**config.mk**
```make
export PLATFORM = sky130hd
export DESIGN_NAME = tlpt_ctrl
export DESIGN_NICKNAME = d
export VERILOG_FILES = /design/src/design/tlpt_pkg.sv /design/src/design/tlpt_ctrl.sv
export SDC_FILE = /design/constraint.sdc
export NUM_CORES = 1
export LEC_CHECK = 0
export ABC_AREA = 1
export BUFFER_PORTS_ARGS = -buffer_cell sky130_fd_sc_hd__buf_2
export CELL_PAD_IN_SITES_DETAIL_PLACEMENT = 1
export CELL_PAD_IN_SITES_GLOBAL_PLACEMENT = 1
export CORE_MARGIN = 2
export CORE_UTILIZATION = 25
export CTS_BUF_LIST = sky130_fd_sc_hd__clkbuf_4
export DETAILED_ROUTE_END_ITERATION = 8
export GPL_TIMING_DRIVEN = 0
export HOLD_SLACK_MARGIN = 0.02
export PLACE_DENSITY = 0.81
export SLEW_MARGIN = 20
export SYNTH_ARGS = -nofsm -noshare
export SYNTH_HDL_FRONTEND = slang
export SYNTH_SLANG_ARGS = --single-unit
```
**constraint.sdc**
```tcl
create_clock -name clk_i -period 1.6 [get_ports clk_i]
set_clock_uncertainty 0.2 [all_clocks]
set_input_delay 0.24 -clock clk_i [delete_from_list [all_inputs] [get_ports clk_i]]
set_output_delay 0.24 -clock clk_i [all_outputs]
set_load 0.005 [all_outputs]
```
**src/design/tlpt_pkg.sv**
```systemverilog
// shared constants, codes and controller/datapath command types for the page table manager
package tlpt_pkg;

  // number of second-level tables in the pool
  localparam int unsigned TablePoolSize = 64;

  localparam int unsigned IdxW     = 10;
  localparam int unsigned AddrW    = 32;
  localparam int unsigned FlagsW   = 12;
  localparam int unsigned TnumW    = (TablePoolSize > 1) ? $clog2(TablePoolSize) : 1;
  localparam int unsigned CntW     = $clog2(TablePoolSize + 1);
  localparam int unsigned DirW     = TnumW + 1;
  localparam int unsigned DirDepth = 1 << IdxW;
  localparam int unsigned TblAddrW = TnumW + IdxW;
  localparam int unsigned TblDepth = 1 << TblAddrW;

  localparam logic [AddrW-1:0] FrameMask = 32'hFFFF_F000;

  typedef enum logic [1:0] {
    OP_MAP    = 2'd0,
    OP_UNMAP  = 2'd1,
    OP_LOOKUP = 2'd2
  } op_e;

  typedef enum logic [1:0] {
    ST_OK         = 2'd0,
    ST_NOT_MAPPED = 2'd1,
    ST_POOL_EMPTY = 2'd2
  } status_e;

  typedef enum logic [2:0] {
    S_CLEAR,
    S_IDLE,
    S_DIR,
    S_DECIDE,
    S_LOOK
  } state_e;

  typedef struct packed {
    logic    in_take;
    logic    clr_wr;
    logic    dir_rd;
    logic    dir_alloc;
    logic    tbl_wr;
    logic    tbl_zero;
    logic    tbl_rd;
    logic    res_load;
    logic    res_from_tbl;
    status_e res_status;
  } cmd_t;

  typedef struct packed {
    logic [1:0] op;
    logic       present;
    logic       pool_full;
    logic       entry_nz;
    logic       clr_last;
    logic       res_busy;
  } sts_t;

endpackage

```
**src/design/tlpt_ctrl.sv**
```systemverilog
// sequencing state machine: clear sweep, directory read, table access, result load
module tlpt_ctrl (
  input  logic          clk_i,
  input  logic          rst_ni,
  input  logic          in_valid_i,
  output logic          in_ready_o,
  input  tlpt_pkg::sts_t sts_i,
  output tlpt_pkg::cmd_t cmd_o
);
  import tlpt_pkg::*;

  state_e state_q, state_d;

  always_ff @(posedge clk_i or negedge rst_ni) begin
    if (!rst_ni) begin
      state_q <= S_CLEAR;
    end else begin
      state_q <= state_d;
    end
  end

  always_comb begin
    state_d = state_q;
    unique case (state_q)
      S_CLEAR: begin
        if (sts_i.clr_last) state_d = S_IDLE;
      end
      S_IDLE: begin
        if (in_valid_i) state_d = S_DIR;
      end
      S_DIR: begin
        state_d = S_DECIDE;
      end
      S_DECIDE: begin
        if (sts_i.op == OP_LOOKUP && sts_i.present) begin
          state_d = S_LOOK;
        end else if (!sts_i.res_busy) begin
          state_d = S_IDLE;
        end
      end
      S_LOOK: begin
        if (!sts_i.res_busy) state_d = S_IDLE;
      end
      default: state_d = S_IDLE;
    endcase
  end

  always_comb begin
    cmd_o      = '0;
    in_ready_o = 1'b0;
    unique case (state_q)
      S_CLEAR: begin
        cmd_o.clr_wr = 1'b1;
      end
      S_IDLE: begin
        in_ready_o    = 1'b1;
        cmd_o.in_take = in_valid_i;
      end
      S_DIR: begin
        cmd_o.dir_rd = 1'b1;
      end
      S_DECIDE: begin
        if (sts_i.op == OP_LOOKUP && sts_i.present) begin
          cmd_o.tbl_rd = 1'b1;
        end else if (!sts_i.res_busy) begin
          cmd_o.res_load   = 1'b1;
          cmd_o.res_status = ST_OK;
          unique case (sts_i.op)
            OP_MAP: begin
              if (sts_i.present) begin
                cmd_o.tbl_wr = 1'b1;
              end else if (sts_i.pool_full) begin
                cmd_o.res_status = ST_POOL_EMPTY;
              end else begin
                cmd_o.dir_alloc = 1'b1;
                cmd_o.tbl_wr    = 1'b1;
              end
            end
            OP_UNMAP: begin
              cmd_o.tbl_wr   = sts_i.present;
              cmd_o.tbl_zero = 1'b1;
            end
            OP_LOOKUP: begin
              // no table behind this directory entry
              cmd_o.res_status = ST_NOT_MAPPED;
            end
            default: begin
              cmd_o.res_status = ST_OK;
            end
          endcase
        end
      end
      S_LOOK: begin
        if (!sts_i.res_busy) begin
          cmd_o.res_load = 1'b1;
          if (sts_i.entry_nz) begin
            cmd_o.res_from_tbl = 1'b1;
            cmd_o.res_status   = ST_OK;
          end else begin
            cmd_o.res_status = ST_NOT_MAPPED;
          end
        end
      end
      default: begin
        cmd_o = '0;
      end
    endcase
  end

endmodule

```
==> metrics.txt, run 1 <==
initial DRC count 0; Worst Max-Slew Pin Slew 0.280 ns; maximum clock frequency just under 600 MHz; Seq/Total Area, Yosys a little under a quarter; layout cells sized above 1 between 50% and 60%; crit-path cells buf_4, nand3b_2, nor2_1, buf_2; unrepaired setup endpoints after global routing yes; P_leak between 0.3 and 0.4 nW; VDD IR max 506 uV; CP Data Required Time approximately 1.2 ns; Mapped Area roughly 330 um2; CTS tree built; Gate power share between 60% and 70%; Buf/Inv on CP 2; Ys Warns 0; CP delay by family, top flip-flops; largest net degree at the start of global routing 7; final global-route overflow total 0; Yosys reg bits 3; Clock power frac slightly below 20%; Fillers around 190; H-tree depth 1; top flop regs state_q x3; DR DRC count 0; clock-pin slew on the worst setup and hold paths 0.05 ns; Hold Vio Cnt, Final 0; critical path capture point type output port; WP data arrival between 1 and 1.5 ns; dpl hpwl roughly 840 um; first-pass GRT wire length roughly 1.8 mm; Slew Limit Headroom 81.2%; Hold WS just over 0.08 ns; met2 Usage GRT 32.9%; HP Class in2reg; Rows 13; IO Pins 22; Starting Density 26.0%; final instance area ~570 um2; TritonCTS buffer count 3; reg2reg end state_q[0]$_DFFE_PN0P_; clock latency reported for the late side of the worst-skew pair 0.25 ns; Largest register FFs 3; die width between 40 and 50 um; synth unique cells 15; grt peak-use layer met2; root buffer cell clkbuf_4; CTS Sinks 3; area delta synth->final 73.5%; Pre-antenna DRT Iters 1; crit path kind reg2out; Max stage delay on crit path approximately 0.44 ns; vias post-DR ~500; switching power 0.367 mW; Biggest register state_q; wire length per cell 11.3 um; Critical R2R Launch state_q[1]$_DFFE_PN0P_; Ant. Diodes 0; CP Launch Type flip-flop; DRT Wirelength between 1 and 1.5 mm; status finished with violations; CP Max Fanout 5; slowest stage cell, crit path dfrtp_2; pwr dens around 1400 nW/um2; Final min period between 1.5 and 2 ns; total of max-cap violations 0; cell count after synthesis just under 60; syn nets 69; Mapped Avg Cell Area around 5.6 um2; failing checks setup timing; port bufs 21; Net count, final between 100 and 150; total track usage between 10% and 20%; met1 Use GR between 15 and 20%; clk buf depth 2; core area between 1000 and 1500 um2; grt met3 use under 10%; worst reg2reg setup slack around 0.080 ns; RePlAce Congestion ~0.72; vias in the first global route around 450; Setup Viol. Count Final 10; CP endpoint cmd_o[10]; antenna-violating nets left 0; internal power ~0.46 mW; overall power 0.826 mW; die height roughly 40 um; full die area around 1600 um2; Via density around 4.7; path length in cells of the critical path 4; final worst setup slack -0.0996 ns; period utilization 106%; Placed Area roughly 450 um2; crit path from state_q[1]$_DFFE_PN0P_; Switching Fraction between 40 and 50%; antenna violations before repair 0; reg2reg path depth 8; Sequential Power Share approximately a fifth; Slew Limit Fails 0
[metrics by stage]
step / worst slack, ns / setup TNS (ns) / utilization, % / instances
after CTS: -0.0851 / -0.499 / 45.1 / 108
after floorplan: 0.271 / 0 / - / 59
after global routing: -0.182 / -1.62 / 45.2 / 107
after detailed placement: 0.118 / 0 / 35.8 / 95
final: -0.0996 / -0.640 / 45.2 / 107
after global placement: 0.117 / 0 / 35.8 / 95
[cell usage in the layout, fill, tap and decap left out]
| master | instances |
|---|---|
| buf_2 | 21 |
| nand2_1 | 16 |
| inv_1 | 9 |
| buf_4 | 7 |
| inv_2 | 6 |
| nor2_1 | 6 |
| nand3_1 | 4 |
| clkbuf_4 | 4 |
| nor2_2 | 2 |
| nand3_2 | 2 |
| a21oi_1 | 2 |
| dfrtp_2 | 2 |
| nand2_4 | 1 |
| o22ai_2 | 1 |
| nand3b_2 | 1 |
| or2_2 | 1 |
| nor4_2 | 1 |
| nor4_1 | 1 |
| nor3_1 | 1 |
| nand2_2 | 1 |
| o22ai_1 | 1 |
| dlygate4sd3_1 | 1 |
| dfrtp_1 | 1 |
[metal layers]
metal	vias to the layer above	wire, um
li1	250	-
met1	224	417
met2	22	653
met3	2	117
met4	0	19
met5	-	0
[cell type report]
cell class	count	area, um2	share of cell area [%]
sequential	3	77.6	13.5
multi-input combinational	41	223	38.9
clock buffer	4	30.0	5.24
timing repair buffer	29	168	29.3
inverter	15	56.3	9.83
tap	15	18.8	3.28
[cell usage after synthesis]
cell type   n  area share [%]
a21oi_1     2             3.0
dfrtp_1     3              23
inv_1      11              13
inv_2       4             4.5
nand2_1    17              19
nand2_2     1             1.9
nand3_1     5             7.6
nand3_2     1             3.0
nand3b_2    1             3.4
nor2_1      8             9.1
nor3_1      1             1.5
nor4_1      2             3.8
o22ai_1     1             1.9
o22ai_2     1             3.8
or2_2       1             1.9
[worst register-to-register path: stages, from the launching register on]
cell and delay (ns):
dfrtp_2 0.44, buf_4 0.15, nand3b_2 0.22, inv_2 0.07, nand2_1 0.07, nand2_1 0.09
inv_1 0.04, nand2_1 0.05, nand2_1 0.06
[power by group through the flow]
stage	logic (mW)	clock network, mW	registers [mW]
2_1_floorplan	0.254	0	0.143
3_3_place_gp	0.365	0	0.150
3_5_place_dp	0.373	0	0.152
4_1_cts	0.502	0.166	0.153
5_1_grt	0.580	0.172	0.157
6_report	0.512	0.160	0.154
[kinds of logic after synthesis]
group                  share of synthesized area (%)
AND/OR/NAND/NOR                                 51.5
buffers and inverters                           17.0
AO/OA/AOI/OAI                                   8.71
flip-flops                                      22.7
[worst min-delay path by stage]
stage                   from                endpoint  slack [ns]  cells past startpoint
finish              sts_i[0]  state_q[1]$_DFFE_PN0P_        0.08                      3
global route        sts_i[0]  state_q[1]$_DFFE_PN0P_        0.12                      3
CTS                 sts_i[0]  state_q[1]$_DFFE_PN0P_        0.07                      3
detailed placement    rst_ni  state_q[0]$_DFFE_PN0P_       -0.16                      1
floorplan             rst_ni  state_q[0]$_DFFE_PN0P_       -0.26                      0
global placement      rst_ni  state_q[1]$_DFFE_PN0P_       -0.17                      1
[repair_timing]
item | in CTS | in global routing
hold buffers | 1 | 0
endpoints found under the setup margin | 8 | 12
pin swaps | 0 | 3
cloned | 0 | 0
gates resized for setup | 7 | 3
hold endpoints to repair | 3 | 0
setup buffers | 8 | 1
(Power assumes the default switching activity.)
==> run 2, diff against run 1 <==
ABC_AREA = unset   (was 1)
CORE_AREA = 2 2 39 41   (was unset)
CORE_MARGIN = unset   (was 2)
CORE_UTILIZATION = unset   (was 25)
DIE_AREA = 0 0 41 43   (was unset)
PLACE_DENSITY = 0.72   (was 0.81)
==> metrics.txt, run 2 <==
status finished with violations; failing checks setup timing; die height 43 um (+6.6%); Fillers 185 (-3.6%); non-filler cells, final 84 (-21%); total track usage 13.6% (-4.0 points); antenna violations before repair 0 (unchanged); most frequent cells in the layout buf_2 (21), nor2_1 (8), buf_4 (5); critical path capture point type output port; register area 76.3 um2 (-1.6%); Critical R2R Launch state_q[2]$_DFFE_PN0P_; largest area contributor in the netlist dfrtp_1; WP data arrival 1.43 ns (+0.17 ns); Setup Viol. Count Final 11 (+1); slowest stage cell, crit path dfrtp_1; Slew Limit Headroom 83.2% (+2.0 points); Placed Area 440 um2 (-3.0%); Buf/Inv on CP 3 (+1); top cells by count, synth nor2_1 (9), dfrtp_1 (3); Slew Limit Fails 0 (unchanged); crit path kind reg2out; Mapped Area 315 um2 (-4.5%); full die area 1760 um2 (+8.3%); maximum clock frequency 535 MHz (-9.0%); Final min period 1.87 ns (+0.168 ns); clock-pin slew on the worst setup and hold paths 0.04 ns (about the same); Hold Vio Cnt, Final 0 (unchanged); layout cells sized above 1 60.3% (+5.9 points); worst reg2reg setup slack 0.11 ns (+0.03 ns); antenna-violating nets left 0 (unchanged); xor/xnor share of the synthesized area 0% (unchanged); Rows 14 (+1); Ys Warns 0 (unchanged); dpl hpwl 692 um (-17%); Synth Area in Simple Gates 54.0% (+2.5 points); root buffer cell clkbuf_4; Compound-Gate Fraction of Synth Area 15.1% (+6.4 points); port bufs 21 (unchanged); IO Pins 22 (unchanged); RePlAce Congestion 0.631 (-13%); DR DRC count 0 (unchanged); Yosys reg bits 3 (unchanged); mux cell area share after synthesis 0% (unchanged); pwr dens 1370 nW/um2 (-5.3%); crit path from state_q[2]$_DFFE_PN0P_; cell count after synthesis 37 (-37%); die width 41 um (+1.6%); TritonCTS buffer count 3 (unchanged); first-pass GRT wire length 1.61 mm (-11%); CTS tree built; final global-route overflow total 0 (unchanged); area delta synth->final 74.6%; top cells by area, synth dfrtp_1 (24%), nor2_1 (11%), buf_6 (7.1%), and4b_1 (6.3%), nand3b_4 (6.3%); met1 Use GR 17.3% (+1.8 points); met2 Usage GRT 18.8% (-14 points); HP Class in2async; Via density 4.75 (+2.1%); CP Data Required Time 1.16 ns (about the same); Placed Instances 74 (-22%); Net count, final 79 (-23%); synth unique cells 23 (+8); crit-path cells buf_6, buf_4, and3b_2, a31oi_1, nor2_1, buf_2; Pre-antenna DRT Iters 3 (+2); clk buf depth 2 (unchanged); P_leak 0.297 nW (-19%); core area 1380 um2 (+9.1%); asr flop ratio synth 100% (unchanged); CP Launch Type flip-flop; total of max-cap violations 0 (unchanged); CTS Sinks 3 (unchanged); CP delay by family, top flip-flops; most frequent cell after synthesis nor2_1; vias in the first global route 385 (-15%); VDD IR max 494 uV (-2.4%); clock latency reported for the late side of the worst-skew pair 0.25 ns (about the same); period utilization 117% (+10 points); largest net degree at the start of global routing 11 (+4); grt met3 use 6.81% (+1.3 points); vias post-DR 399 (-20%); Largest register FFs 3 (unchanged); Seq/Total Area, Yosys 23.8% (+1.1 points); unrepaired setup endpoints after global routing yes; CP Max Fanout 4 (-1); Starting Density 22.8% (-3.3 points); top flop regs state_q x3; Ant. Diodes 0 (unchanged); Multi-input gate area 249 um2 (+12%); H-tree depth 1 (unchanged); wire length per cell 13.0 um (+15%); Biggest register state_q; most common library cell in the layout ignoring fill and taps buf_2; Synth Area in Adders 0% (unchanged); Main synth FF type dfrtp_1; Post-synth EDFFs 0 (unchanged); DRT Wirelength 1.09 mm (-9.6%); Max stage delay on crit path 0.38 ns (-0.06 ns); largest family of logic cells by synthesized area simple AND/OR/NAND/NOR gates; syn nets 47 (-32%); final worst setup slack -0.267 ns (-0.168 ns); Mapped Avg Cell Area 8.52 um2 (+52%); initial DRC count 3 (+3); grt peak-use layer met2; Synth top area share 23.8% (+1.1 points); final instance area 551 um2 (-3.9%); Worst Max-Slew Pin Slew 0.249 ns (-0.0314 ns)
## run 2: cell count changes in the layout (fill, tap and decap cells not counted), sizes merged, moves of 2 or more
cell / change
and4b: +2
nor3b: +2
nand2: -18
and3b: +2
o22ai: -2
inv: -15
nand3: -5
nor4: -2
## run 2: power breakdown
group / switching (mW) / internal (mW) / leakage [nW]
combinational: 0.201 / 0.227 / 0.242
sequential: 0.0530 / 0.108 / 0.0363
clock: 0.0518 / 0.111 / 0.0184
## run 2: timing repair
action | 4_1_cts | 5_1_grt
setup buffers | 4 | 2
pin swaps | 4 | 4
setup endpoints to repair | 10 | 11
endpoints found under the hold margin | 3 | 0
hold buffers | 1 | 0
gates cloned | 0 | 0
gates resized for setup | 2 | 6
## run 2: per-layer routing
layer | wire length (um) | up-vias | share of wire (%)
met5 | 0 | - | 0
met4 | 8 | 0 | 0.73
met3 | 115 | 2 | 11
met2 | 479 | 22 | 44
met1 | 488 | 177 | 45
li1 | - | 198 | -
## run 2: stage by stage
stage          setup TNS [ns]  worst slack [ns]  utilization [%]  power (mW)  hold slack, ns
2_1_floorplan               0             0.136                -       0.357          -0.256
3_3_place_gp          -0.0609           -0.0324             31.8       0.473          -0.164
3_5_place_dp          -0.0819           -0.0342             31.8       0.474          -0.163
4_1_cts                 -1.89            -0.264             37.3       0.685           0.120
5_1_grt                 -2.88            -0.359             39.8       0.829           0.116
6_report                -1.82            -0.267             39.8       0.752           0.128
## run 2: worst paths after layout
check                      depth (start not counted)                      to
min in group clk_i                                 4  state_q[0]$_DFFE_PN0P_
hold / removal                                     2  state_q[1]$_DFFE_PN0P_
hold reg to reg                                    2  state_q[0]$_DFFE_PN0P_
max in group asynchronous                          2  state_q[0]$_DFFE_PN0P_
setup / recovery                                   6                cmd_o[0]
setup reg to reg                                   5  state_q[2]$_DFFE_PN0P_
## run 2: cells by family (layout without fill, tap and decap cells)
kind of cell,after synthesis,in the layout
buffers and inverters,2,33
AOI/OAI and AO/OA,7,7
and+or+nand+nor,25,25
DFF,3,3
## run 2: layout make-up
cell class / count / share of cell area [%]
Clock buffer: 4 / 5.45
Timing Repair Buffer: 27 / 27.7
Sequential cell: 3 / 13.9
Multi-Input combinational cell: 32 / 45.2
Buffer: 2 / 4.09
Tap cell: 16 / 3.64
==> run 3, diff against run 2 <==
BUFFER_PORTS_ARGS = unset   (was -buffer_cell sky130_fd_sc_hd__buf_2)
CTS_BUF_LIST = sky130_fd_sc_hd__clkbuf_8   (was sky130_fd_sc_hd__clkbuf_4)
DONT_BUFFER_PORTS = 1   (was unset)
PLACE_DENSITY = 0.52   (was 0.72)
==> metrics.txt, run 3 (synthesized netlist as in run 2, its figures left out) <==
TritonCTS buffer count 3 (unchanged); Final min period 1.77 ns (-0.0979 ns); DR DRC count 0 (unchanged); clk buf depth 2 (unchanged); top flop regs state_q x3; Rows 14 (unchanged); Hold Vio Cnt, Final 0 (unchanged); overall power 0.684 mW (-9.0%); WP data arrival 1.33 ns (-0.10 ns); H-tree depth 1 (unchanged); dpl hpwl 728 um (+5.2%); reg2reg path depth 4 (-1); Hold WS 0.0426 ns (-0.0855 ns); Multi-input gate area 230 um2 (-7.5%); register area 76.3 um2 (unchanged); period utilization 111% (-6.1 points); CP Launch Type flip-flop; CP Data Required Time 1.16 ns (about the same); Fillers 172 (-7.0%); die height 43 um (unchanged); Hold Path Stages 2; failing checks setup timing; RePlAce Congestion 0.646 (+2.3%); total of max-cap violations 0 (unchanged); Ant. Diodes 0 (unchanged); initial DRC count 3 (unchanged); final instance area 448 um2 (-19%); unrepaired setup endpoints after global routing yes; setup_tns -0.938 ns (+0.886 ns); pwr dens 1530 nW/um2 (+12%); Slew Limit Headroom 77.6% (-5.5 points); full die area 1760 um2 (unchanged); Largest register FFs 3 (unchanged); largest net degree at the start of global routing 11 (unchanged); Biggest register state_q; status finished with violations; total track usage 14.2% (+0.53 points); VDD IR max 409 uV (-17%); Slew Limit Fails 0 (unchanged); crit path kind reg2out; final global-route overflow total 0 (unchanged); most frequent cells in the layout nor2_1 (8), buf_6 (3), clkbuf_8 (3), buf_4 (3); die width 41 um (unchanged); port bufs 0 (-100%); CTS Sinks 3 (unchanged); Pre-antenna DRT Iters 2 (-1); Placed Instances 53 (-28%); maximum clock frequency 565 MHz (+5.5%); first-pass GRT wire length 1.72 mm (+6.9%); CTS tree built; critical path capture point type output port; vias post-DR 331 (-17%); antenna-violating nets left 0 (unchanged); Via density 5.25 (+11%); Worst Max-Slew Pin Slew 0.335 ns (+0.0856 ns); HP Class in2reg; Starting Density 22.8% (unchanged); DRT Wirelength 1.06 mm (-3.3%); clock latency reported for the late side of the worst-skew pair 0.21 ns (-0.04 ns); layout cells sized above 1 31.9% (-28 points); final worst setup slack -0.170 ns (+0.0979 ns); P_leak 0.202 nW (-32%); IO Pins 22 (unchanged); clock-pin slew on the worst setup and hold paths 0.03 ns (about the same); Net count, final 58 (-27%); worst reg2reg setup slack 0.19 ns (+0.08 ns); root buffer cell clkbuf_8; wire length per cell 16.7 um (+29%); non-filler cells, final 63 (-25%); core area 1380 um2 (unchanged); most common library cell in the layout ignoring fill and taps nor2_1; Placed Area 335 um2 (-24%); Core Util, Final 32.4% (-7.4 points); area delta synth->final 42.1%; vias in the first global route 399 (+3.6%); Setup Viol. Count Final 9 (-2); Setup Slack @ Placement 0.00977 ns (+0.0439 ns); CP Max Fanout 4 (unchanged); antenna violations before repair 0 (unchanged)
## run 3: cell types whose count changed in the layout (fill, tap and decap cells not counted), sizes merged
cell,delta
clkbuf,-1
inv,+1
buf,-22
dlygate4sd3,+1
## run 3: path summary, 6_finish.rpt
path	endpoint	start
worst max-delay path	cmd_o[1]	state_q[2]$_DFFE_PN0P_
worst max register to register	state_q[1]$_DFFE_PN0P_	state_q[2]$_DFFE_PN0P_
worst min-delay path	state_q[2]$_DFFE_PN0P_	sts_i[6]
worst min register to register	state_q[0]$_DFFE_PN0P_	state_q[2]$_DFFE_PN0P_
min in group asynchronous	state_q[2]$_DFFE_PN0P_	rst_ni
max in group asynchronous	state_q[0]$_DFFE_PN0P_	rst_ni
## run 3: repair_timing
item,CTS,global route
gates resized for setup,3,2
endpoints found under the hold margin,4,0
setup buffers,4,1
hold buffers,2,0
pin swaps,3,4
setup endpoints to repair,8,10
## run 3: cell type report
cell class                      instances  share of cell area, %
Buffer                                  2                   5.03
Clock buffer                            3                   9.22
Clock inverter                          1                  0.838
Multi-Input combinational cell         32                   51.4
Sequential cell                         3                   17.0
Tap cell                               16                   4.47
Timing Repair Buffer                    6                   12.0
## run 3: where the power goes
group	internal [mW]	switching (mW)
logic	0.149	0.168
registers	0.108	0.0459
clock network	0.163	0.0501
total	0.420	0.264
## run 3: per-layer routing
| layer | wire length [um] | global-route usage (%) | vias up |
|---|---|---|---|
| li1 | - | - | 157 |
| met1 | 356 | 14.2 | 158 |
| met2 | 607 | 24.4 | 16 |
| met3 | 90 | 3.66 | 0 |
| met4 | 0 | 8.00 | 0 |
| met5 | 0 | 0 | - |
## run 3: worst max-delay path: stages, from the launching register on
cell and delay, ns:
dfrtp_1 0.38, buf_6 0.13, nand3b_1 0.18, nor3_2 0.20
and3_1 0.22
